File: src/sv/bbz_fifo.sv
// ----------------------------------------------------------------------------
// bbz_fifo
// Two-entry queue of window jobs between the front and the back.
// ----------------------------------------------------------------------------
`default_nettype none

module bbz_fifo #(
  parameter int DW = 8
) (
  input  wire logic          clk,
  input  wire logic          rst_n,
  input  wire logic          push,
  input  wire logic [DW-1:0] push_data,
  output logic               full,
  input  wire logic          pop,
  output logic [DW-1:0]      pop_data,
  output logic               empty
);

  logic [DW-1:0] ent0_r, ent1_r;
  logic [1:0]    cnt_r;

  assign full     = (cnt_r == 2'd2);
  assign empty    = (cnt_r == 2'd0);
  assign pop_data = ent0_r;

  always_ff @(posedge clk) begin
    if (!rst_n) begin
      cnt_r <= 2'd0;
    end else begin
      cnt_r <= cnt_r + {1'b0, push} - {1'b0, pop};
    end
  end

  always_ff @(posedge clk) begin
    if (pop) begin
      if (push && cnt_r == 2'd1) begin
        ent0_r <= push_data;
      end else begin
        ent0_r <= ent1_r;
      end
      if (push && cnt_r == 2'd2) begin
        ent1_r <= push_data;
      end
    end else if (push) begin
      if (cnt_r == 2'd0) begin
        ent0_r <= push_data;
      end else begin
        ent1_r <= push_data;
      end
    end
  end

endmodule

`default_nettype wire

File: config.mk
export PLATFORM = sky130hd
export DESIGN_NAME = bbz_fifo
export DESIGN_NICKNAME = d
export VERILOG_FILES = /design/src/sv/bbz_fifo.sv
export SDC_FILE = /design/constraint.sdc
export NUM_CORES = 1
export LEC_CHECK = 0
export ABC_AREA = 0
export BUFFER_PORTS_ARGS = -buffer_cell sky130_fd_sc_hd__buf_2
export CAP_MARGIN = 40
export CORE_MARGIN = 5
export CORE_UTILIZATION = 51
export DETAILED_ROUTE_END_ITERATION = 6
export PLACE_DENSITY = 0.73
export SETUP_SLACK_MARGIN = 0.4
export SLEW_MARGIN = 20
export SYNTH_ARGS = -nofsm -noshare
export SYNTH_HDL_FRONTEND = slang
export SYNTH_SLANG_ARGS = --single-unit
File: constraint.sdc
create_clock -name clk -period 1.8 [get_ports clk]
set_clock_uncertainty 0.2 [all_clocks]
set_input_delay 0.36 -clock clk [delete_from_list [all_inputs] [get_ports clk]]
set_output_delay 0.36 -clock clk [all_outputs]
set_load 0.005 [all_outputs]
---- After elaboration in Yosys (flattened, before gate mapping) ----
Index checks and enable logic that the tools add are counted.
storage, ports and cells
  flip-flop bits (word level) ............. 18
  bits of input ports ..................... 12
  output and inout bits ................... 10
  logic and storage cells ................. 24
operators by class
  add/subtract/negate cells ............... 2
  eq/ne operators ......................... 4
  muxes and demuxes ....................... 8
  reductions and logical operators ........ 7
operators by type and width
  cell                  count
  $mux W8               8
  $reduce_bool A2 Y1    2
  $reduce_and A3 Y1     1
  $add A2 B1 Y2         1
  $eq A2 B1 Y1 const B  1
  $eq A2 B2 Y1 const B  1
  $logic_and A1 B1 Y1   2
  $logic_not A2 Y1      1
  $ne A2 B1 Y1 const B  1
  $ne A2 B2 Y1 const B  1
  $reduce_and A2 Y1     1
  $sub A2 B1 Y2         1

---- Depth between registers and ports, before layout ----
Gate-level depths: netlist (run 1).
  depth in word-level cells ............... 4
  mapped depth ............................ 7
  mapped depth without buffers ............ 6

---- Worst setup path after synthesis (run 1) ----
Ideal clock, no wire load.
  path kind ............................... register to register
  from .................................... register cnt_r[0]
  to ...................................... register cnt_r[1]
  library setup time ...................... 0.065 ns
  arrival time ............................ 1.268 ns
  data required time ...................... 1.535 ns
  slack ................................... 0.267 ns
  cell stages (with the launch flop) ...... 8
  path buffers ............................ 1
  period minus slack after synthesis ...... 1.533 ns
  cells stage by stage .................... dfxtp_1 > buf_2 > inv_1 > ha_1 > inv_1 > ha_1 > xnor3_1 > nor2b_1
between the ends
  longest elaborated chain between the ends .. 2
RTL lines
  element                 RTL line  text
  from (decl)             21        logic [1:0] cnt_r;
  from (signal assigned)  31        cnt_r <= cnt_r + {1'b0, push} - {1'b0, pop};
  $add A2 B1 Y2           31
  $sub A2 B1 Y2           31
Every way passes these cells.
A chain may end at the register's enable or synchronous reset.

---- Worst setup path in the final report (run 1) ----
  from .................................... register cnt_r[0]
  to ...................................... output port full
between the ends
  longest elaborated chain between the ends .. 1
RTL lines
  element       RTL line  text
  $eq A2 B2 Y1  23        assign full = (cnt_r == 2'd2);
  to (decl)     14        output logic full,
Every way passes these cells.

==> metrics.cfg, run 1 <==
[outcome]
status=finished, final reports clean

[clock_tree]
numCtsBuffers=3
cts.sinks=18
cts_tree=done
cts_root_buf=clkbuf_4
cts.reportedPaths.clkPinSlew_ps=110
htree_levels=1
ctsHoldBuffers=0
clock_latency_ps=290
cts_buffer_depth=2

[critical_path]
path_buf_inv=1
critPathSlowestCell=dfxtp_4
path_class=register to primary output
cp_top_family=flip-flops
slowest_delay_ps=380
path_cells=and2b_2 -> buf_6
crit_required_ps=1240
arrival_ps=1010
end_kind=primary output
start_kind=register
critPathMaxFanout=5

[yosys]
syn_inst=68
syn_nets=82
syn_avg_cell_area_um2=13.4
synth_cell_types=20
ys_seq_area_frac=0.571
ys.warnings.count=0
syn-cell-area_um2=911
synth_seq_cells=18

[routing]
dr_total_vias=653
dr.pass1.iters=4
wl_per_cell_um=15.6
vias_per_cell=5.27
ant_nets=0
drt_iter0_drc=9
wl_mm=1.94
drcViolationCount=0

[sta]
maxSlewHeadroom=0.818
max_freq_ghz=0.637
fin_tns_setup_ps=0
setup_viol=0
final_hold_viol_count=0
fin_crit_sh=0.872
report.final.slew_viol_count=0
worstMarginPinSlew_ps=273
grt_setup_unrepaired=yes
period_needed_ps=1570
whs_ps=75.1

[power]
sequentialPowerShare=0.501
internal_power_mw=0.810
ir_worst_vdd_mv=0.602
clkPwrFrac=0.189
p_sw_mw=0.308
combPwrFrac=0.310
p_per_area_nw_per_um2=937
switching_share=0.275
leakage_nw=0.490

[grt]
grt_usage=0.158
grt_start_max_net_pins=16
grt_pass1_wl_mm=3.02
antenna_found_initial=0
grt_overflow=0
grt_pass1_vias=677

[placement]
place.detailed.hpwl_mm=1.27
portBuffers=21
place.gp.congestion=0.692

[layout]
diodes=0
layout_common_cells=buf_2 (20), edfxtp_1 (16)
final_common_cell=buf_2
layout-drive-gt1-share=0.566
syn2layout_area_growth_pct=30.9
fin_nets=114

[floorplanning]
dieArea_um2=2730
chipWidth_um=52.3
start_util=0.533
core_region_area_um2=1710
dieHeight_um=52.3
num_rows=15
ios=22

[run]
cap_violations=0

[worst_hold_path]
min_path_type=input pin to register

worst paths after layout:
check / depth (start not counted) / endpoint / startpoint / slack, ps
worst max-delay path: 2 / full / cnt_r[0] / 230
worst min register to register: 2 / pop_data[5] / ent1_r[5] / 410
worst max register to register: 7 / cnt_r[1] / cnt_r[0] / 320
worst min-delay path: 1 / ent1_r[7] / push_data[7] / 80
stage by stage:
stage          cell area, um2  utilization  total power [mW]  cells  setup WS [ps]
3_3_place_gp             1050        0.618             0.809    112            269
3_5_place_dp             1050        0.618             0.821    112            227
4_1_cts                  1120        0.658              1.05    119            220
5_1_grt                  1190        0.698              1.18    124            192
6_report                 1190        0.698              1.12    124            230
2_1_floorplan             933            -             0.731     68            351
synthesized netlist by cell type (all sizes together):
library cell | instances | area (um2)
nor2 | 1 | 3.75
xnor3 | 1 | 22.5
inv | 2 | 7.51
nor2b | 2 | 12.5
nand4b | 8 | 70.1
edfxtp | 16 | 480
a21o | 1 | 7.51
and2b | 1 | 8.76
and2 | 1 | 6.26
buf | 3 | 21.3
dfxtp | 2 | 40.0
o211ai | 8 | 100
clkbuf | 2 | 8.75
ha | 2 | 25.0
nand2 | 8 | 30.0
and3b | 1 | 8.76
o21a | 1 | 7.51
nand2b | 8 | 50.1
metal layers:
layer | track usage | vias up | routed length, um
li1 | - | 317 | -
met1 | 0.182 | 306 | 794
met2 | 0.247 | 26 | 958
met3 | 0.0513 | 4 | 144
met4 | 0.106 | 0 | 41
met5 | 0 | - | 0
cell families after synthesis:
group / count (synthesis) / share of synthesized area
and+or+nand+nor: 30 / 0.209
DFF: 18 / 0.571
AOI/OAI and AO/OA: 10 / 0.126
buffers and inverters: 7 / 0.0412
adders and majority gates: 2 / 0.0275
xor gates and xnor gates: 1 / 0.0247
power by group through the flow:
stage               sequential, mW  combinational (mW)  clock [mW]
finish                       0.560               0.346       0.211
detailed placement           0.580               0.241           0
floorplan                    0.558               0.173           0
CTS                          0.566               0.273       0.209
global route                 0.566               0.382       0.233
global placement             0.577               0.232           0
registers in the layout, indices dropped and copies added (netlist names):
register	flops
ent1_r	8
pop_data	8
cnt_r	2
timing repair:
item                       CTS  global route
resized for setup            7             9
setup endpoints to repair   28            24
setup buffers                3             5
pin swaps                    0             2
final cells by class:
cell class                 instances  area, um2
timing repair buffer              32        205
fill                             135        515
multi-input combinational         43        394
clock inverter                     1       3.75
sequential                        18        528
inverter                           2       7.51
clock buffer                       3       22.5
tap                               25       31.3
Power figures use the tool's default switching activity.
==> inputs of run 2 (changes only) <==
--- a/config.mk
+++ b/config.mk
@@ -11,7 +11,9 @@
 export CORE_MARGIN = 5
 export CORE_UTILIZATION = 51
 export DETAILED_ROUTE_END_ITERATION = 6
+export GPL_TIMING_DRIVEN = 0
 export PLACE_DENSITY = 0.73
+export REMOVE_ABC_BUFFERS = 1
 export SETUP_SLACK_MARGIN = 0.4
 export SLEW_MARGIN = 20
 export SYNTH_ARGS = -nofsm -noshare
==> metrics.cfg, run 2 (same netlist as run 1, synthesis figures left out) <==
[routing]
wl_per_cell_um=14.8  ; -5.3%
wl_mm=1.75  ; -9.9%
dr.pass1.iters=4  ; unchanged
drt_iter0_drc=9  ; unchanged
drcViolationCount=0  ; unchanged
ant_nets=0  ; unchanged
vias_per_cell=5.22  ; -0.87%
dr_total_vias=616  ; -5.7%

[sta]
fin_tns_setup_ps=0  ; unchanged
report.final.slew_viol_count=0  ; unchanged
worstMarginPinSlew_ps=325  ; +52.4 ps
maxSlewHeadroom=0.783  ; -0.0349
fin_crit_sh=0.873  ; about the same
setup_viol=0  ; unchanged
grt_setup_unrepaired=yes
final_hold_viol_count=0  ; unchanged
max_freq_ghz=0.636  ; about the same
period_needed_ps=1570  ; +1.49 ps

[critical_path]
cp_top_family=flip-flops
critPathSlowestCell=dfxtp_4
end_kind=primary output
path_cells=and2b_2 -> buf_2
slowest_delay_ps=380  ; about the same
path_class=register to primary output
arrival_ps=1010  ; about the same
path_buf_inv=1  ; unchanged
critPathMaxFanout=6  ; +1
start_kind=register
crit_required_ps=1240  ; about the same

[clock_tree]
cts_buffer_depth=2  ; unchanged
htree_levels=1  ; unchanged
clock_latency_ps=290  ; about the same
cts.sinks=18  ; unchanged
cts.reportedPaths.clkPinSlew_ps=100  ; about the same
numCtsBuffers=3  ; unchanged
ctsHoldBuffers=0  ; unchanged
cts_tree=done
cts_root_buf=clkbuf_4

[placement]
portBuffers=21  ; unchanged
place.gp.congestion=0.694  ; +0.29%
place.detailed.hpwl_mm=1.06  ; -17%
placed_cell_area_um2=1020  ; -3.6%

[floorplanning]
num_rows=15  ; unchanged
chipWidth_um=52.3  ; unchanged
dieHeight_um=52.3  ; unchanged
dieArea_um2=2730  ; unchanged
core_region_area_um2=1710  ; unchanged
ios=22  ; unchanged
start_util=0.533  ; unchanged

[power]
ir_worst_vdd_mv=0.521  ; -13%
power_mw=1.06  ; -5.6%
p_per_area_nw_per_um2=934  ; -0.32%
leakage_nw=0.459  ; -6.4%

[layout]
fillCellCount=139  ; +3.0%
final_common_cell=buf_2
layout_common_cells=buf_2 (22), edfxtp_1 (16)
diodes=0  ; unchanged
final_util=0.662  ; -0.0366
fin_nets=109  ; -4.4%
syn2layout_area_growth_pct=24.0
layout-drive-gt1-share=0.527  ; -0.0388
finalInstanceArea_um2=1130  ; -5.2%

[grt]
antenna_found_initial=0  ; unchanged
grt_usage=0.143  ; -0.0145
grt_pass1_wl_mm=2.79  ; -7.5%
grt_start_max_net_pins=20  ; +4
grt_overflow=0  ; unchanged
grt_pass1_vias=612  ; -9.6%

[worst_hold_path]
min_path_type=input pin to register

[run]
cap_violations=0  ; unchanged

[outcome]
status=finished, final reports clean

[run 2: cell count changes in the layout (fill, tap and decap cells not counted)]
cell / previous run / this run
buf_6: 4 / 1
clkinv_1: 1 / 0
buf_2: 20 / 22
nor2b_1: 1 / 2
inv_2: 2 / 0
inv_4: 0 / 2
nor2_1: 0 / 1
nor2_4: 1 / 0
nor2b_2: 1 / 0
buf_4: 8 / 4
[run 2: per-stage QoR]
stage          hold WS [ps]  std cells  worst slack (ps)
6_report               70.0        118               229
5_1_grt                59.1        118               186
4_1_cts                60.6        118               229
3_5_place_dp            370        109              87.7
3_3_place_gp            368        109              92.8
2_1_floorplan           259         63               272
[run 2: where the power goes]
part           internal, mW  total [mW]  switching (mW)
Sequential            0.531       0.556          0.0255
Combinational         0.163       0.299           0.136
Clock                0.0778       0.200           0.122
[run 2: worst paths after layout]
kind / cells past startpoint / slack (ps) / endpoint / start
setup / recovery: 2 / 230 / full / cnt_r[0]
hold reg to reg: 2 / 400 / pop_data[2] / ent1_r[2]
setup reg to reg: 7 / 330 / cnt_r[1] / cnt_r[0]
hold / removal: 1 / 70 / ent1_r[2] / push_data[2]
[run 2: cell type report]
type,count,area (um2),area share
clock buffers,3,22.5,0.0199
inverters,2,12.5,0.0111
multi-input cells,43,384,0.340
flip-flops and latches,18,528,0.467
well taps,25,31.3,0.0277
repair buffers,27,151,0.134
[run 2: repair_timing]
action	in CTS	in global routing
setup buffers	6	0
endpoints found under the setup margin	28	22
pin swaps	0	2
resized for setup	7	9
[run 2: per-layer routing]
metal	track usage	up-vias	wire [um]	part of all wire
li1	-	303	-	-
met1	0.162	290	685	0.39
met2	0.257	19	925	0.53
met3	0.0370	4	99	0.057
met4	0.0511	0	36	0.021
met5	0	-	0	0
==> inputs of run 3 (changes only) <==
--- a/config.mk
+++ b/config.mk
@@ -6,13 +6,14 @@
 export NUM_CORES = 1
 export LEC_CHECK = 0
 export ABC_AREA = 0
-export BUFFER_PORTS_ARGS = -buffer_cell sky130_fd_sc_hd__buf_2
+export ABC_CLOCK_PERIOD_IN_PS = 1800
 export CAP_MARGIN = 40
 export CORE_MARGIN = 5
-export CORE_UTILIZATION = 51
+export CORE_UTILIZATION = 59
 export DETAILED_ROUTE_END_ITERATION = 6
+export DONT_BUFFER_PORTS = 1
 export GPL_TIMING_DRIVEN = 0
-export PLACE_DENSITY = 0.73
+export PLACE_DENSITY = 0.71
 export REMOVE_ABC_BUFFERS = 1
 export SETUP_SLACK_MARGIN = 0.4
 export SLEW_MARGIN = 20
==> metrics.cfg, run 3 (same netlist as run 1, synthesis figures left out) <==
[outcome]
status=finished, final reports clean

[clock_tree]
cts_buffer_depth=2  ; unchanged
numCtsBuffers=3  ; unchanged
clock_latency_ps=300  ; about the same
htree_levels=1  ; unchanged
cts_root_buf=clkbuf_4
cts_tree=done
cts.sinks=18  ; unchanged
cts.reportedPaths.clkPinSlew_ps=110  ; about the same

[critical_path]
regToRegStartpoint=cnt_r[0]
end_kind=primary output
path_buf_inv=0  ; -1
crit_required_ps=1240  ; about the same
rr_endpoint=cnt_r[1]
cp_top_family=flip-flops
path_class=register to primary output
slowest_delay_ps=400  ; +20 ps
cp-endpoint=full
rrSetupSlack_ps=380  ; +50 ps
worstRegToRegCells=6  ; -1
critPathLaunch=cnt_r[0]
path_cells=and2b_2
critPathMaxFanout=8  ; +2
start_kind=register
cp.depth=1  ; -1
arrival_ps=920  ; -90 ps
critPathSlowestCell=dfxtp_4

[floorplanning]
dieArea_um2=2430  ; -11%
core_region_area_um2=1490  ; -13%
start_util=0.612  ; +0.0784
dieHeight_um=49.3  ; -5.7%
num_rows=14  ; -1
ios=22  ; unchanged
chipWidth_um=49.3  ; -5.7%

[grt]
grt_pass1_wl_mm=2.77  ; -0.75%
grt_pass1_vias=575  ; -6.0%
antenna_found_initial=0  ; unchanged
grt_start_max_net_pins=20  ; unchanged
grt_overflow=0  ; unchanged
grt_usage=0.148  ; +0.00521

[routing]
dr_total_vias=589  ; -4.4%
wl_per_cell_um=18.2  ; +23%
drt_iter0_drc=19  ; +10
drcViolationCount=0  ; unchanged
ant_nets=0  ; unchanged
wl_mm=1.80  ; +3.1%
vias_per_cell=5.95  ; +14%
dr.pass1.iters=4  ; unchanged

[placement]
place.detailed.hpwl_um=973  ; -8.3%
portBuffers=0  ; -100%
place.gp.congestion=0.675  ; -2.7%
placed_cell_area_um2=901  ; -11%
dpl.cell_count=79  ; -28%
pre_cts_ws_ps=32.4  ; -55.2 ps

[sta]
whs_ps=55.1  ; -14.9 ps
fin_tns_setup_ps=0  ; unchanged
maxSlewHeadroom=0.834  ; +0.0505
max_freq_ghz=0.674  ; +5.9%
report.final.slew_viol_count=0  ; unchanged
setup_viol=0  ; unchanged
final.setup.worst_slack_ps=317  ; +88.2 ps
worstMarginPinSlew_ps=248  ; -76.7 ps
grt_setup_unrepaired=yes
period_needed_ps=1480  ; -88.2 ps
final_hold_viol_count=0  ; unchanged
fin_crit_sh=0.824  ; -0.0490

[power]
power_mw=1.02  ; -3.1%
p_per_area_nw_per_um2=906  ; -3.0%
leakage_nw=0.419  ; -8.6%
ir_worst_vdd_mv=0.800  ; +53%

[layout]
layout-drive-gt1-share=0.337  ; -0.190
layout_common_cells=edfxtp_1 (16), dlygate4sd3_1 (10)
diodes=0  ; unchanged
final_cells=99  ; -16%
syn2layout_area_growth_pct=23.9
final_util=0.758  ; +0.0964
final_common_cell=edfxtp_1
finalInstanceArea_um2=1130  ; -0.11%
fin_nets=98  ; -10%

[run]
cap_violations=0  ; unchanged

[worst_hold_path]
min_path_type=input pin to register

-- run 3: changes by cell type in the layout (fill, tap and decap cells not counted), sizes merged --
cell         before  now
buf              27    6
dlygate4sd3       0   10
clkbuf            3    4
-- run 3: worst min path at each step --
| stage | depth (start not counted) | start | slack [ps] | endpoint |
|---|---|---|---|---|
| 6_report | 2 | push_data[2] | 60 | pop_data[2] |
| 5_1_grt | 2 | push_data[2] | 60 | pop_data[2] |
| 4_1_cts | 1 | rst_n | 7 | cnt_r[1] |
| 3_5_place_dp | 0 | push_data[7] | 260 | ent1_r[7] |
| 3_3_place_gp | 0 | push_data[7] | 260 | ent1_r[7] |
| 2_1_floorplan | 0 | push_data[0] | 260 | ent1_r[0] |
-- run 3: final cells by class --
class,instances,area [um2]
timing repair buffer,16,156
fill,86,360
multi-input combinational,43,390
sequential,18,528
clock buffer,4,26.3
tap,16,20.0
inverter,2,7.51
-- run 3: report_power, final --
| group | switching, mW | internal, mW | leakage, nW |
|---|---|---|---|
| clock network | 0.127 | 0.0861 | 0.0150 |
| registers | 0.0452 | 0.532 | 0.173 |
| logic | 0.0953 | 0.137 | 0.232 |
| total | 0.267 | 0.755 | 0.419 |
-- run 3: repair_timing --
item                       in CTS  in global routing
hold endpoints to repair        9                  1
setup endpoints to repair      28                 27
pin swaps                       2                  4
resized for setup               7                 10
buffers inserted                6                  0
hold buffers                    9                  1
-- run 3: per-layer routing --
metal | vias to the layer above | GRT usage | share of wire
li1 | 285 | - | -
met1 | 284 | 0.176 | 0.43
met2 | 20 | 0.258 | 0.53
met3 | 0 | 0.0336 | 0.041
met4 | 0 | 0.0538 | 0
met5 | - | 0 | 0
