## src/sv/bbz_pkg.sv

```systemverilog
// ----------------------------------------------------------------------------
// bbz_pkg
// Shared payload types and register indexes of the zero padded box blur.
// ----------------------------------------------------------------------------
`default_nettype none

package bbz_pkg;

  localparam int CFG_IDX_W  = 2;
  localparam int CFG_DATA_W = 11;

  localparam logic [CFG_IDX_W-1:0] CFG_BLUR_RADIUS  = 2'd0;
  localparam logic [CFG_IDX_W-1:0] CFG_FRAME_WIDTH  = 2'd1;
  localparam logic [CFG_IDX_W-1:0] CFG_FRAME_HEIGHT = 2'd2;

  localparam logic CMD_PIXEL = 1'b0;
  localparam logic CMD_FLUSH = 1'b1;

  typedef struct packed {
    logic       command;
    logic [7:0] red_in;
    logic [7:0] green_in;
    logic [7:0] blue_in;
  } bbz_in_t;

  typedef struct packed {
    logic [7:0] red_out;
    logic [7:0] green_out;
    logic [7:0] blue_out;
    logic       frame_last;
  } bbz_out_t;

endpackage

`default_nettype wire

```

## src/sv/bbz_front.sv

```systemverilog
// ----------------------------------------------------------------------------
// bbz_front
// Accepts stream items, writes the line store and issues window jobs.
// ----------------------------------------------------------------------------
`default_nettype none

module bbz_front
  import bbz_pkg::*;
#(
  parameter int MAX_WIDTH  = 1024,
  parameter int MAX_HEIGHT = 1024,
  parameter int MAX_RADIUS = 15
) (
  input  wire logic clk,
  input  wire logic rst_n,
  input  wire logic restart,
  input  wire logic [$clog2(MAX_RADIUS+1)-1:0] eff_r,
  input  wire logic [$clog2(MAX_WIDTH+1)-1:0]  eff_w,
  input  wire logic [$clog2(MAX_HEIGHT+1)-1:0] eff_h,
  input  wire logic    in_valid,
  output logic         in_stall,
  input  wire bbz_in_t in_data,
  output logic         wr_en,
  output logic [$clog2(2*MAX_RADIUS*MAX_WIDTH+2*MAX_RADIUS+9)-1:0] wr_addr,
  output logic [23:0]  wr_data,
  output logic         job_push,
  output logic [1+$clog2(MAX_HEIGHT+1)+$clog2(MAX_WIDTH+1)
                +$clog2(2*MAX_RADIUS*MAX_WIDTH+2*MAX_RADIUS+9)-1:0] job_data,
  input  wire logic    job_full,
  input  wire logic    frame_done
);

  localparam int WW = $clog2(MAX_WIDTH+1);
  localparam int HW = $clog2(MAX_HEIGHT+1);
  localparam int AW = $clog2(2*MAX_RADIUS*MAX_WIDTH+2*MAX_RADIUS+9);
  localparam int PW = $clog2(MAX_WIDTH*MAX_HEIGHT+MAX_RADIUS*MAX_WIDTH+MAX_RADIUS+1);

  typedef struct packed {
    logic          last;
    logic [HW-1:0] oy;
    logic [WW-1:0] ox;
    logic [AW-1:0] base;
  } job_t;

  logic [PW-1:0] p_r;
  logic [HW-1:0] oy_r;
  logic [WW-1:0] ox_r;
  logic          drain_r;

  logic [PW-1:0] delay, total, q;
  logic          acc, emit, last;
  job_t          job;

  assign delay = PW'(eff_r * eff_w) + PW'(eff_r);
  assign total = PW'(eff_w * eff_h);
  assign q     = p_r - delay;

  assign in_stall = drain_r || job_full;
  assign acc      = in_valid && !in_stall;
  assign emit     = (p_r >= delay);
  assign last     = emit && (q == total - PW'(1));

  assign wr_en   = acc;
  assign wr_addr = p_r[AW-1:0];
  assign wr_data = (in_data.command == CMD_PIXEL && p_r < total) ?
                   {in_data.red_in, in_data.green_in, in_data.blue_in} : 24'd0;

  assign job.last = last;
  assign job.oy   = oy_r;
  assign job.ox   = ox_r;
  assign job.base = p_r[AW-1:0] - delay[AW-1:0] - delay[AW-1:0];

  assign job_push = acc && emit;
  assign job_data = job;

  always_ff @(posedge clk) begin
    if (!rst_n || restart) begin
      p_r     <= '0;
      oy_r    <= '0;
      ox_r    <= '0;
      drain_r <= 1'b0;
    end else begin
      if (frame_done) begin
        drain_r <= 1'b0;
      end
      if (acc) begin
        if (last) begin
          p_r     <= '0;
          oy_r    <= '0;
          ox_r    <= '0;
          drain_r <= 1'b1;
        end else begin
          p_r <= p_r + PW'(1);
          if (emit) begin
            if (ox_r == eff_w - WW'(1)) begin
              ox_r <= '0;
              oy_r <= oy_r + HW'(1);
            end else begin
              ox_r <= ox_r + WW'(1);
            end
          end
        end
      end
    end
  end

endmodule

`default_nettype wire

```

## config.mk

```make
export PLATFORM = sky130hd
export DESIGN_NAME = bbz_front
export DESIGN_NICKNAME = d
export VERILOG_FILES = /design/src/sv/bbz_pkg.sv /design/src/sv/bbz_front.sv
export SDC_FILE = /design/constraint.sdc
export NUM_CORES = 1
export LEC_CHECK = 0
export BUFFER_PORTS_ARGS = -buffer_cell sky130_fd_sc_hd__buf_2
export CAP_MARGIN = 30
export CORE_MARGIN = 1
export CORE_UTILIZATION = 40
export DETAILED_ROUTE_END_ITERATION = 7
export SYNTH_ARGS = -nofsm -noshare
export SYNTH_HDL_FRONTEND = slang
export SYNTH_SLANG_ARGS = --single-unit
```

## constraint.sdc

```tcl
create_clock -name clk -period 20.9 [get_ports clk]
set_input_delay 0 -clock clk [delete_from_list [all_inputs] [get_ports clk]]
set_output_delay 0 -clock clk [all_outputs]
set_load 0.1 [all_outputs]
```

Yosys cells after proc, flatten, opt, wreduce, memory -nomap -nowiden
Index checks and enable logic that the tools add are counted. Widths: inputs -> output; s select.

Flip-flop bits (word level): 44. Input bits: 57. Word-level logic and storage cells: 43.

Add/sub/neg operators: 9. $mul: 2. $lt $le $gt $ge: 2. Equal/unequal tests: 2. Muxes and demuxes: 11. Bitwise gates (word level): 1. Reduce and logical (&&, ||, !) cells: 12.

Operator list (count): $mux 11 (6); $sub 15x15->15 (2); $mux 24 (1); $add 11x1->11 const B (2); $add 21x1->21 const B (1); $eq 21x21->1 (1); $ge 21x16->1 (1); $lt 21x21->1 (1); $mul 11x11->21 (1); $mux 21 (1); $sub 21x1->21 const B (1); $sub 21x16->21 (1); $add 15x4->16 (1); $mul 4x11->15 (1); $eq 11x11->1 (1); $sub 11x1->11 const B (1); $logic_and 1x1->1 (4); $reduce_bool 2->1 (2); $mux 1 (3); $reduce_and 3->1 (1); $logic_not 1->1 (2); $logic_or 1x1->1 (2); $reduce_and 2->1 (1); $not 1->1 (1).

Longest topological paths before layout
Gate-level depths: netlist (run 1).

Word-level depth: 7. Mapped depth: 36. Mapped depth without buffers: 32.

Least setup slack after synthesis (run 1)
No wires, ideal clock.

Path kind: input port to output port. From: in eff_w[2]. To: out wr_data[10]. Data arrival time: 7.807 ns. Required time: 20.900 ns. Slack: 13.093 ns. Stages on the path: 23. Path buffers: 4. Cells stage by stage: clkbuf_1 -> buf_1 -> nand2_1 -> fa_1 -> fa_1 -> fa_1 -> fa_1 -> inv_1 -> fa_1 -> ha_1 -> clkbuf_1 -> and4_1 -> nand2_1 -> o2bb2ai_2 -> mux2_4 -> or2_1 -> ha_1 -> a21o_1 -> a21o_1 -> a211oi_1 -> clkbuf_1 -> nand2_1 -> a21oi_1.

Word-level cells in the longest chain between the ends: 4.

Ends and longest elaborated chain: start: declaration (line bbz_front.sv:18) `input wire logic [$clog2(MAX_WIDTH+1)-1:0] eff_w,`; $mul 11x11->21 (line bbz_front.sv:55) `assign total = PW'(eff_w * eff_h);`; $lt 21x21->1 (line bbz_front.sv:65) `assign wr_data = (in_data.command == CMD_PIXEL && p_r < total) ?`; $logic_and 1x1->1 (line bbz_front.sv:65); $mux 24 (line bbz_front.sv:65); end: declaration (line bbz_front.sv:25) `output logic [23:0] wr_data,`.

No other way between the ends.

Final worst setup path (run 1)
From: in eff_w[2]. To: reg oy_r[9].

Word-level cells in the longest chain between the ends: 7.

Ends and longest elaborated chain: $mul 4x11->15 (line bbz_front.sv:54) `assign delay = PW'(eff_r * eff_w) + PW'(eff_r);`; $add 15x4->16 (line bbz_front.sv:54); $sub 21x16->21 (line bbz_front.sv:56) `assign q = p_r - delay;`; $eq 21x21->1 (line bbz_front.sv:61) `assign last = emit && (q == total - PW'(1));`; $logic_and 1x1->1 (line bbz_front.sv:61); $reduce_bool 2->1 (no line); $reduce_and 3->1 (no line); end signal: assignment (line bbz_front.sv:97) `oy_r <= oy_r + HW'(1);`; end: declaration (line bbz_front.sv:46) `logic [HW-1:0] oy_r;`.

Parallel ways exist; a longest one is shown, timed or not. A chain may end at the register's enable or synchronous reset.

==> impl_results.md, run 1 <==
* Num rows at 60
* Max VDD drop at 96.53 uV
* Die Height at 169.6 um
* Kind of critical path: in -> reg
* Postcts setup bufs at 0
* Drt pass-1 iters at 5
* Netlist cell types at 87
* Post-Syn Instances at 1,434
* Part of the Yosys area used for sequential elements at 0.07844
* I/O pins at 137
* GRT Total Usage at 0.2069
* Storage element area at 880.8 um2
* Count of port buffers added during placement at 136
* Crit path max-delay cell type: or2_2
* Final critical-path required period at 7.723 ns
* Worst r2r path cells at 15
* Power Density at 147.9 mW/mm2
* Reg2Reg Setup Slack at 15.68 ns
* Final instance area at 0.01221 mm2
* Final setup fails at 0
* Total Nets Final at 1,804
* Commonest non-fill, non-tap cell in the layout: nand2_1
* Commonest cells after routing, fill and taps aside: nand2_1, inv_1, ha_1
* R2r endpoint: oy_r[9]$_SDFFE_PP0P_
* DR vias/cell at 5.378
* Die width at 169.6 um
* Fin. max-slew vios at 0
* Initial DRC count at 667
* Total grt overflow at 0
* DR DRC count at 0
* Main flop type after synthesis: dfxtp_1
* Worst EP required at 21.08 ns
* Setup_tns at 0 ns
* Hold_buf cts at 0
* Relative slew slack at 0.4213
* Top cells by area, synth: fa_1, ha_1, dfxtp_1
* Final wirelength at 29.56 mm
* DRT antenna net count at 0
* Most used cell, CP: o21ai_0
* H-Tree Level Count at 2
* Hold endpoint: drain_r$_SDFF_PP0_
* Proportion of layout cells with a drive suffix above 1 at 0.1204
* CP Capture Type: flop
* Post-synth EDFFs at 0
* Post-synth net total at 1,736
* Top-area cell type share of the netlist area at 0.1801
* Number of global-route vias before repair at 9,528
* Layout Utilization at 0.4481
* Core area at 0.02725 mm2
* Die Area at 0.02875 mm2
* Worst r2r src: p_r[0]$_SDFFE_PP0P_
* Critical path's top delay family: compound AO/OA/AOI/OAI gates
* Post-DP Area at 0.01204 mm2
* Pin count of the biggest net entering global routing at 35
* Tot Pwr at 1807 uW
* Hold WS at -0.00004047 ns
* Netlist Area Pre-Place at 0.01123 mm2
* Min-delay src: frame_done
* Mean Syn Cell Area at 7.831 um2
* Via count at 10,080
* Initial Util at 0.4121
* Fmax at 0.1295 GHz
* Clock Skews at 0.007989 ns
* Final Hold Vio Count at 1
* WHS Path Cells at 4
* Worst min path class: in -> reg
* Multi-input gate area at 0.009371 mm2
* Yosys reg bits at 44
* Yosys top cell by area: fa_1
* Total CTS buffers at 5
* ANT cells at 0
* Asr flop ratio synth at 0
* CP bufs+invs at 2
* Clk_lat worst skew at 0.30 ns
* Antenna violations before repair at 0
* Top fanout value on the critical path at 34
* Max Cap Violations at 0
* Final period utilization at 0.3695
* CTS tree: built
* DPL Wire Length at 23.82 mm
* Clock Sinks at 44
* Status: finished, violations left
* CTS resizes at 0
* RSZ-0062 raised after global routing: no
* Leakage power at 0.005940 uW
* WP data arrival at 7.91 ns
* Violated checks: hold timing
* Filler cells at 2,773
* Startpoint types: input pin
* Least-Margin Pin Slew at 0.8615 ns
* Clock Pin Slew Worst Setup and Hold Paths at 0.07 ns
* Worst path max stage delay at 0.64 ns
* Root Buffer: clkbuf_16
* GPL Wtd Cong at 0.9230
* Max Buffers Root-to-Sink at 2
* Yosys warning count at 0
* First-pass GRT wire length at 47.98 mm
* Layout Area Growth over Synthesis at 8.746%
* Avg WL per Cell at 15.76 um
[cells in the mapped netlist (all sizes together) (8+ instances only)]
cell type  count
nand2        179
inv          165
ha           144
fa           101
a21oi         97
and2          85
xnor2         80
nor2          79
clkbuf        52
o21ai         45
dfxtp         44
nand3         36
xor2          31
a21o          28
buf           26
nor3          26
and3          19
a211oi        18
nand4         18
nor2b         15
nor4          12
or3           11
nand3b         9
a21boi         8
[area by class of cell]
class,instances,area share
clock buffer,5,0.01025
clock inverter,3,0.003791
inverter,165,0.05072
multi-input combinational,1147,0.7674
sequential,44,0.07213
tap,372,0.03811
timing repair buffer,139,0.05758
[worst register-to-register path, cell delays in order (launching register included)]
cell and delay (ns):
dfxtp_1 0.49, inv_1 0.14, ha_1 0.26, fa_1 0.41
nor2b_1 0.20, o2111a_1 0.30, nor3_1 0.11, o41ai_1 0.53
xor2_1 0.33, and4b_1 0.25, a211oi_1 0.42, nand3_1 0.21
a2111oi_4 0.46, or2_2 0.64, nor2_1 0.08, mux2_2 0.27
[metrics by stage]
step | std cells | worst slack [ns] | hold slack, ns
2_1_floorplan | 1434 | 13.09 | 0.1660
3_3_place_gp | 1867 | 13.16 | 0.3052
3_5_place_dp | 1867 | 13.01 | 0.3127
4_1_cts | 1875 | 13.26 | 0.001616
5_1_grt | 1875 | 12.59 | 0.02466
6_report | 1875 | 13.18 | -0.00004047
[power breakdown]
| group | total (uW) | switching [uW] | internal [uW] | leakage (uW) |
|---|---|---|---|---|
| registers | 84.0 | 0.198 | 83.8 | 0.000354 |
| logic | 1630 | 1030 | 594 | 0.00551 |
| clock network | 95.7 | 38.7 | 57.0 | 0.0000804 |
[per-layer routing]
layer	wire, um	GRT usage	vias up
met2	13830	0.3489	294
met3	1247	0.01679	40
met1	13890	0.2856	4812
li1	-	-	4937
met5	0	0	-
met4	591	0.04975	0
[cell families after synthesis]
family                     after synthesis  synth area share
and+or+nand+nor                        522            0.2359
AOI/OAI and AO/OA                      255            0.1502
adders and majority gates              245            0.3405
buffers and inverters                  243           0.08746
xor gates and xnor gates               116           0.09894
DFF                                     44           0.07844
muxes                                    9          0.008579
[how the worst max path moves through the flow]
| stage | start | endpoint | slack, ns | cells after the start |
|---|---|---|---|---|
| finish | eff_w[2] | oy_r[9]$_SDFFE_PP0P_ | 13.18 | 30 |
| global route | eff_w[2] | oy_r[9]$_SDFFE_PP0P_ | 12.59 | 30 |
| CTS | eff_w[2] | oy_r[9]$_SDFFE_PP0P_ | 13.26 | 30 |
| detailed placement | eff_w[2] | oy_r[9]$_SDFFE_PP0P_ | 13.01 | 30 |
| global placement | eff_w[2] | oy_r[9]$_SDFFE_PP0P_ | 13.16 | 30 |
| floorplan | eff_w[2] | wr_data[10] | 13.09 | 23 |
[registers in the layout (all words and copies together) (netlist names)]
register  flops
p_r          21
ox_r         11
oy_r         11
drain_r       1
Note: power is estimated with default switching activity, not from simulation.
==> run 2: changes to the inputs <==
==> constraint.sdc (replaced) <==
create_clock -name clk -period 6.7 [get_ports clk]
set_input_delay 0 -clock clk [delete_from_list [all_inputs] [get_ports clk]]
set_output_delay 0 -clock clk [all_outputs]
set_load 0.1 [all_outputs]
==> run 2 against run 1 <==
  * The flow now finishes without violations
  * Clock skew rose by 0.00088 ns
  * Design area rose by 17%
  * Die area did not move
  * Worst setup slack got worse by 13 ns
  * Critical path type is now in -> out
  * Highest routed layer unchanged
==> impl_results.md, run 2 (synthesis results as in run 1) <==
* Status: finished clean
* Total Nets Final at 1,935
* Final wirelength at 30.85 mm
* Setup_tns at 0 ns
* Total CTS buffers at 5
* Commonest cells after routing, fill and taps aside: nand2_1, inv_1, ha_1
* Num rows at 60
* Fmax at 0.1560 GHz
* Post-DP Area at 0.01367 mm2
* Final instance area at 0.01426 mm2
* Most used cell, CP: fa_1
* Clk_lat worst skew at 0.30 ns
* Max Buffers Root-to-Sink at 2
* DRT antenna net count at 0
* Clock Pin Slew Worst Setup and Hold Paths at 0.07 ns
* Total grt overflow at 0
* Least-Margin Pin Slew at 0.6158 ns
* Fin. max-slew vios at 0
* Clock Sinks at 44
* Die Height at 169.6 um
* Core area at 0.02725 mm2
* CP Capture Type: primary output
* Root Buffer: clkbuf_16
* DR vias/cell at 5.270
* Leakage power at 0.006778 uW
* Max VDD drop at 294.5 uV
* Critical path cell sequence: buf_4, buf_4, nand2_1, fa_1, fa_1, fa_1, fa_1, fa_1, inv_1, ha_1, nor2b_1, a21boi_0, a22oi_1, nor2b_1, nand3_1, or3_1, xnor2_1, or3_1, nor4_1, and3_1, buf_4, buf_12
* Max reg flops at 21
* DPL Wire Length at 25.48 mm
* Largest Register: p_r
* Kind of critical path: in -> out
* Number of global-route vias before repair at 10,040
* Hold_buf cts at 0
* Final setup fails at 0
* Count of port buffers added during placement at 136
* Met3 Use GR at 0.02402
* Tot Pwr at 6637 uW
* Startpoint types: input pin
* I/O pins at 137
* Drt pass-1 iters at 5
* CTS tree: built
* Pin count of the biggest net entering global routing at 33
* Final period utilization at 0.9570
* GPL Wtd Cong at 0.9055
* H-Tree Level Count at 2
* Relative slew slack at 0.5890
* Power Density at 465.5 mW/mm2
* Final Hold Vio Count at 0
* Avg WL per Cell at 15.38 um
* RSZ-0062 raised after global routing: yes
* Commonest non-fill, non-tap cell in the layout: nand2_1
* Top Registers: p_r: 21 flops, ox_r: 11 flops, oy_r: 11 flops
* Clock Skews at 0.008871 ns
* Initial Util at 0.4121
* Final critical-path required period at 6.412 ns
* Proportion of layout cells with a drive suffix above 1 at 0.2350
* Layout Area Growth over Synthesis at 26.98%
* Initial DRC count at 483
* DR DRC count at 0
* Via count at 10,570
* Die Area at 0.02875 mm2
* GRT busiest layer: met2
* GRT Total Usage at 0.2134
* Worst EP required at 6.70 ns
* Top fanout value on the critical path at 19
* First-pass GRT wire length at 50.01 mm
* Max Cap Violations at 0
* GRT met2 Usage at 0.3748
* Crit path max-delay cell type: fa_1
* Layout Utilization at 0.5232
* Worst min path class: in -> reg
* M1 GR Usage at 0.2849
* Worst path max stage delay at 0.54 ns
* Antenna violations before repair at 0
* ANT cells at 0
* Hold WS at 0.02041 ns
* Die width at 169.6 um
* WP data arrival at 6.41 ns
## run 2: cell types whose count changed in the layout (fill, tap and decap cells not counted), sizes merged
cell	change
buf	+130
bufbuf	+1
clkinvlp	+1
inv	-1
## run 2: timing repair
action,4_1_cts,5_1_grt
gates resized for setup,3,62
pin swaps,0,36
setup buffers,0,11
setup endpoints to repair,4,69
## run 2: cell type report
type                            count  area (um2)
Sequential cell                    44       880.8
Fill cell                        2619       12990
Clock buffer                        5       125.1
Timing Repair Buffer              270        2153
Clock inverter                      3       46.29
Inverter                          165       623.1
Tap cell                          372       465.4
Multi-Input combinational cell   1147        9965
## run 2: path summary, 6_finish.rpt
check / start / endpoint / slack [ns] / cells past startpoint
max: eff_w[0] / job_data[37] / 0.29 / 22
min reg2reg: drain_r$_SDFF_PP0_ / drain_r$_SDFF_PP0_ / 0.52 / 2
min: frame_done / drain_r$_SDFF_PP0_ / 0.02 / 4
max reg2reg: p_r[0]$_SDFFE_PP0P_ / oy_r[6]$_SDFFE_PP0P_ / 2.04 / 16
## run 2: stage by stage
step / setup WS [ns] / cells
after floorplan: -0.07389 / 1434
after global routing: -0.09421 / 2006
after detailed placement: -0.3398 / 1987
final: 0.2879 / 2006
after global placement: -0.1879 / 1987
after CTS: 0.004645 / 1995
## run 2: worst max-delay path, delay by kind of cell
kind,cells,cell delay [ns]
buffers and inverters,5,0.75
adder cells (fa/ha/maj),6,2.96
AO/OA/AOI/OAI,2,0.34
XOR/XNOR,1,0.14
AND/OR/NAND/NOR,8,2.18
## run 2: layer usage
| metal | up-vias | share of wire |
|---|---|---|
| met3 | 29 | 0.045 |
| li1 | 5186 | - |
| met2 | 245 | 0.49 |
| met1 | 5111 | 0.45 |
| met5 | - | 0 |
| met4 | 0 | 0.013 |
## run 2: where the power goes
part / internal, uW / switching [uW] / leakage [uW]
Combinational: 2650 / 3430 / 0.00634
Clock: 178 / 121 / 0.0000804
Sequential: 262 / 0.682 / 0.000354
==> run 3: changes to the inputs <==
--- a/config.mk
+++ b/config.mk
@@ -10,6 +10,7 @@
 export CORE_MARGIN = 1
 export CORE_UTILIZATION = 40
 export DETAILED_ROUTE_END_ITERATION = 7
+export PLACE_DENSITY = 0.55
 export SYNTH_ARGS = -nofsm -noshare
 export SYNTH_HDL_FRONTEND = slang
 export SYNTH_SLANG_ARGS = --single-unit
==> constraint.sdc (replaced) <==
create_clock -name clk -period 7.9 [get_ports clk]
set_input_delay 0 -clock clk [delete_from_list [all_inputs] [get_ports clk]]
set_output_delay 0 -clock clk [all_outputs]
set_load 0.1 [all_outputs]
==> run 3 against run 2 <==
  * Register-to-register slack better by 1.2 ns
  * Non-clock buffer count is 117 lower
  * Sequential power is 15% lower
  * Hold slack better by 0.073 ns
  * Combinational power is 30% lower
  * Sequential share of layout area is 0.96 points higher
  * Sequential cell count stayed put
  * Design area is 13% lower
  * Clock power is 6% lower
  * Critical endpoint is now oy_r[8]$_SDFFE_PP0P_
==> impl_results.md, run 3 (synthesis results as in run 1) <==
* GRT met2 Usage at 0.3575
* DR DRC count at 0
* Worst EP required at 8.14 ns
* Max VDD drop at 291.2 uV
* Min-delay src: in_valid
* Num rows at 60
* M1 GR Usage at 0.2858
* First-pass GRT wire length at 49.00 mm
* Total CTS buffers at 5
* Final WS setup at 0.7056 ns
* Final period utilization at 0.9107
* CP bufs+invs at 3
* CTS resizes at 0
* Clock Skews at 0.01148 ns
* Via count at 10,050
* Number of global-route vias before repair at 9,535
* Fmax at 0.1390 GHz
* Die Height at 169.6 um
* WP data arrival at 7.43 ns
* Final wirelength at 29.69 mm
* Initial Util at 0.4121
* Placed insts at 1,879
* Pin count of the biggest net entering global routing at 33
* Max reg flops at 21
* Startpoint types: input pin
* Relative slew slack at 0.4533
* Drt pass-1 iters at 5
* Dpl ws at 0.4110 ns
* Largest Register: p_r
* DR vias/cell at 5.319
* Hold WS at 0.09302 ns
* Root Buffer: clkbuf_16
* Final setup fails at 0
* GRT busiest layer: met2
* Setup crit start: eff_r[1]
* Max Buffers Root-to-Sink at 2
* Post-route insts no fill at 1,889
* Final Hold Vio Count at 0
* Layout Utilization at 0.4531
* Die width at 169.6 um
* Count of port buffers added during placement at 136
* Status: finished clean
* Initial DRC count at 507
* Clock Sinks at 44
* Kind of critical path: in -> reg
* Leakage power at 0.006021 uW
* Worst min path class: in -> reg
* I/O pins at 137
* Clock Pin Slew Worst Setup and Hold Paths at 0.07 ns
* GPL Wtd Cong at 0.8979
* Worst r2r path cells at 16
* GRT Total Usage at 0.2117
* Top Registers: p_r: 21 flops, ox_r: 11 flops, oy_r: 11 flops
* Most used cell, CP: o21ai_0
* H-Tree Level Count at 2
* Total grt overflow at 0
* CTS tree: built
* Core area at 0.02725 mm2
* DPL Wire Length at 24.60 mm
* Least-Margin Pin Slew at 0.8115 ns
* DRT antenna net count at 0
* Layout Area Growth over Synthesis at 9.961%
* Total Nets Final at 1,818
* Crit path max-delay cell type: fa_1
* Proportion of layout cells with a drive suffix above 1 at 0.1273
* Top fanout value on the critical path at 12
* Max Cap Violations at 0
* Worst path max stage delay at 0.56 ns
* Critical path's top delay family: compound AO/OA/AOI/OAI gates
* Fin. max-slew vios at 0
* Die Area at 0.02875 mm2
* Antenna violations before repair at 1
* Met3 Use GR at 0.02332
* Commonest non-fill, non-tap cell in the layout: nand2_1
* Worst r2r src: p_r[0]$_SDFFE_PP0P_
* Avg WL per Cell at 15.72 um
* Setup_tns at 0 ns
* Clk_lat worst skew at 0.31 ns
* Crit path depth at 31
* CP Capture Type: flop
* WHS Path Cells at 4
* Final critical-path required period at 7.194 ns
* Power Density at 384.3 mW/mm2
* Commonest cells after routing, fill and taps aside: nand2_1, inv_1, ha_1
[run 3: changes by cell type in the layout (fill, tap and decap cells not counted), moves of 5 or more]
cell / delta
a211oi_2: -7
a21oi_1: +35
buf_4: -113
a211oi_1: +7
a21oi_4: -25
buf_12: -28
buf_2: +27
o21ai_0: +7
ha_1: +5
xnor2_1: +6
a21oi_2: -10
xnor2_2: -6
o21ai_1: -6
[run 3: layout make-up]
type                       count  area [um2]
antenna                        1       2.502
clock buffer                   5       125.1
clock inverter                 2       60.06
fill                        2756       14900
inverter                     165       619.3
multi-input combinational   1147        9371
sequential                    44       880.8
tap                          372       465.4
timing repair buffer         153       823.3
[run 3: metal layers]
metal,vias up,wire [um]
met3,44,1349
met5,-,0
li1,4953,-
met1,4786,13720
met4,0,631
met2,265,13980
[run 3: worst register-to-register path, stage by stage, from the launching register on]
cell and delay, ns:
dfxtp_1 0.50, inv_1 0.15, ha_1 0.25, fa_1 0.41, nor2b_1 0.19, o2111a_1 0.28, nor3_1 0.11, o41ai_1 0.52
xor2_1 0.31, and4b_1 0.23, a211oi_1 0.32, nand3_1 0.20, a2111oi_4 0.22, buf_4 0.21, nor2_2 0.10, or4_1 0.48
a21oi_1 0.15
[run 3: repair_timing]
action                                  CTS  global route
endpoints found under the setup margin    0             7
buffers inserted                          0             1
hold buffers                              1             0
endpoints found under the hold margin     1             0
[run 3: through the flow]
| step | total power (uW) | instance area [um2] |
|---|---|---|
| final | 4746 | 12350 |
| after global routing | 5244 | 12350 |
| after detailed placement | 4488 | 12140 |
| after floorplan | 3622 | 11230 |
| after CTS | 4784 | 12340 |
| after global placement | 4481 | 12140 |
[run 3: worst paths after layout]
check	to	slack, ns
max	oy_r[8]$_SDFFE_PP0P_	0.71
min	p_r[1]$_SDFFE_PP0P_	0.09
max reg2reg	oy_r[8]$_SDFFE_PP0P_	3.20
min reg2reg	drain_r$_SDFF_PP0_	0.50
[run 3: power breakdown]
| group | leakage (uW) | switching (uW) | internal (uW) |
|---|---|---|---|
| Sequential | 0.000354 | 0.545 | 222 |
| Clock | 0.0000899 | 99.2 | 180 |
| Combinational | 0.00558 | 2640 | 1610 |
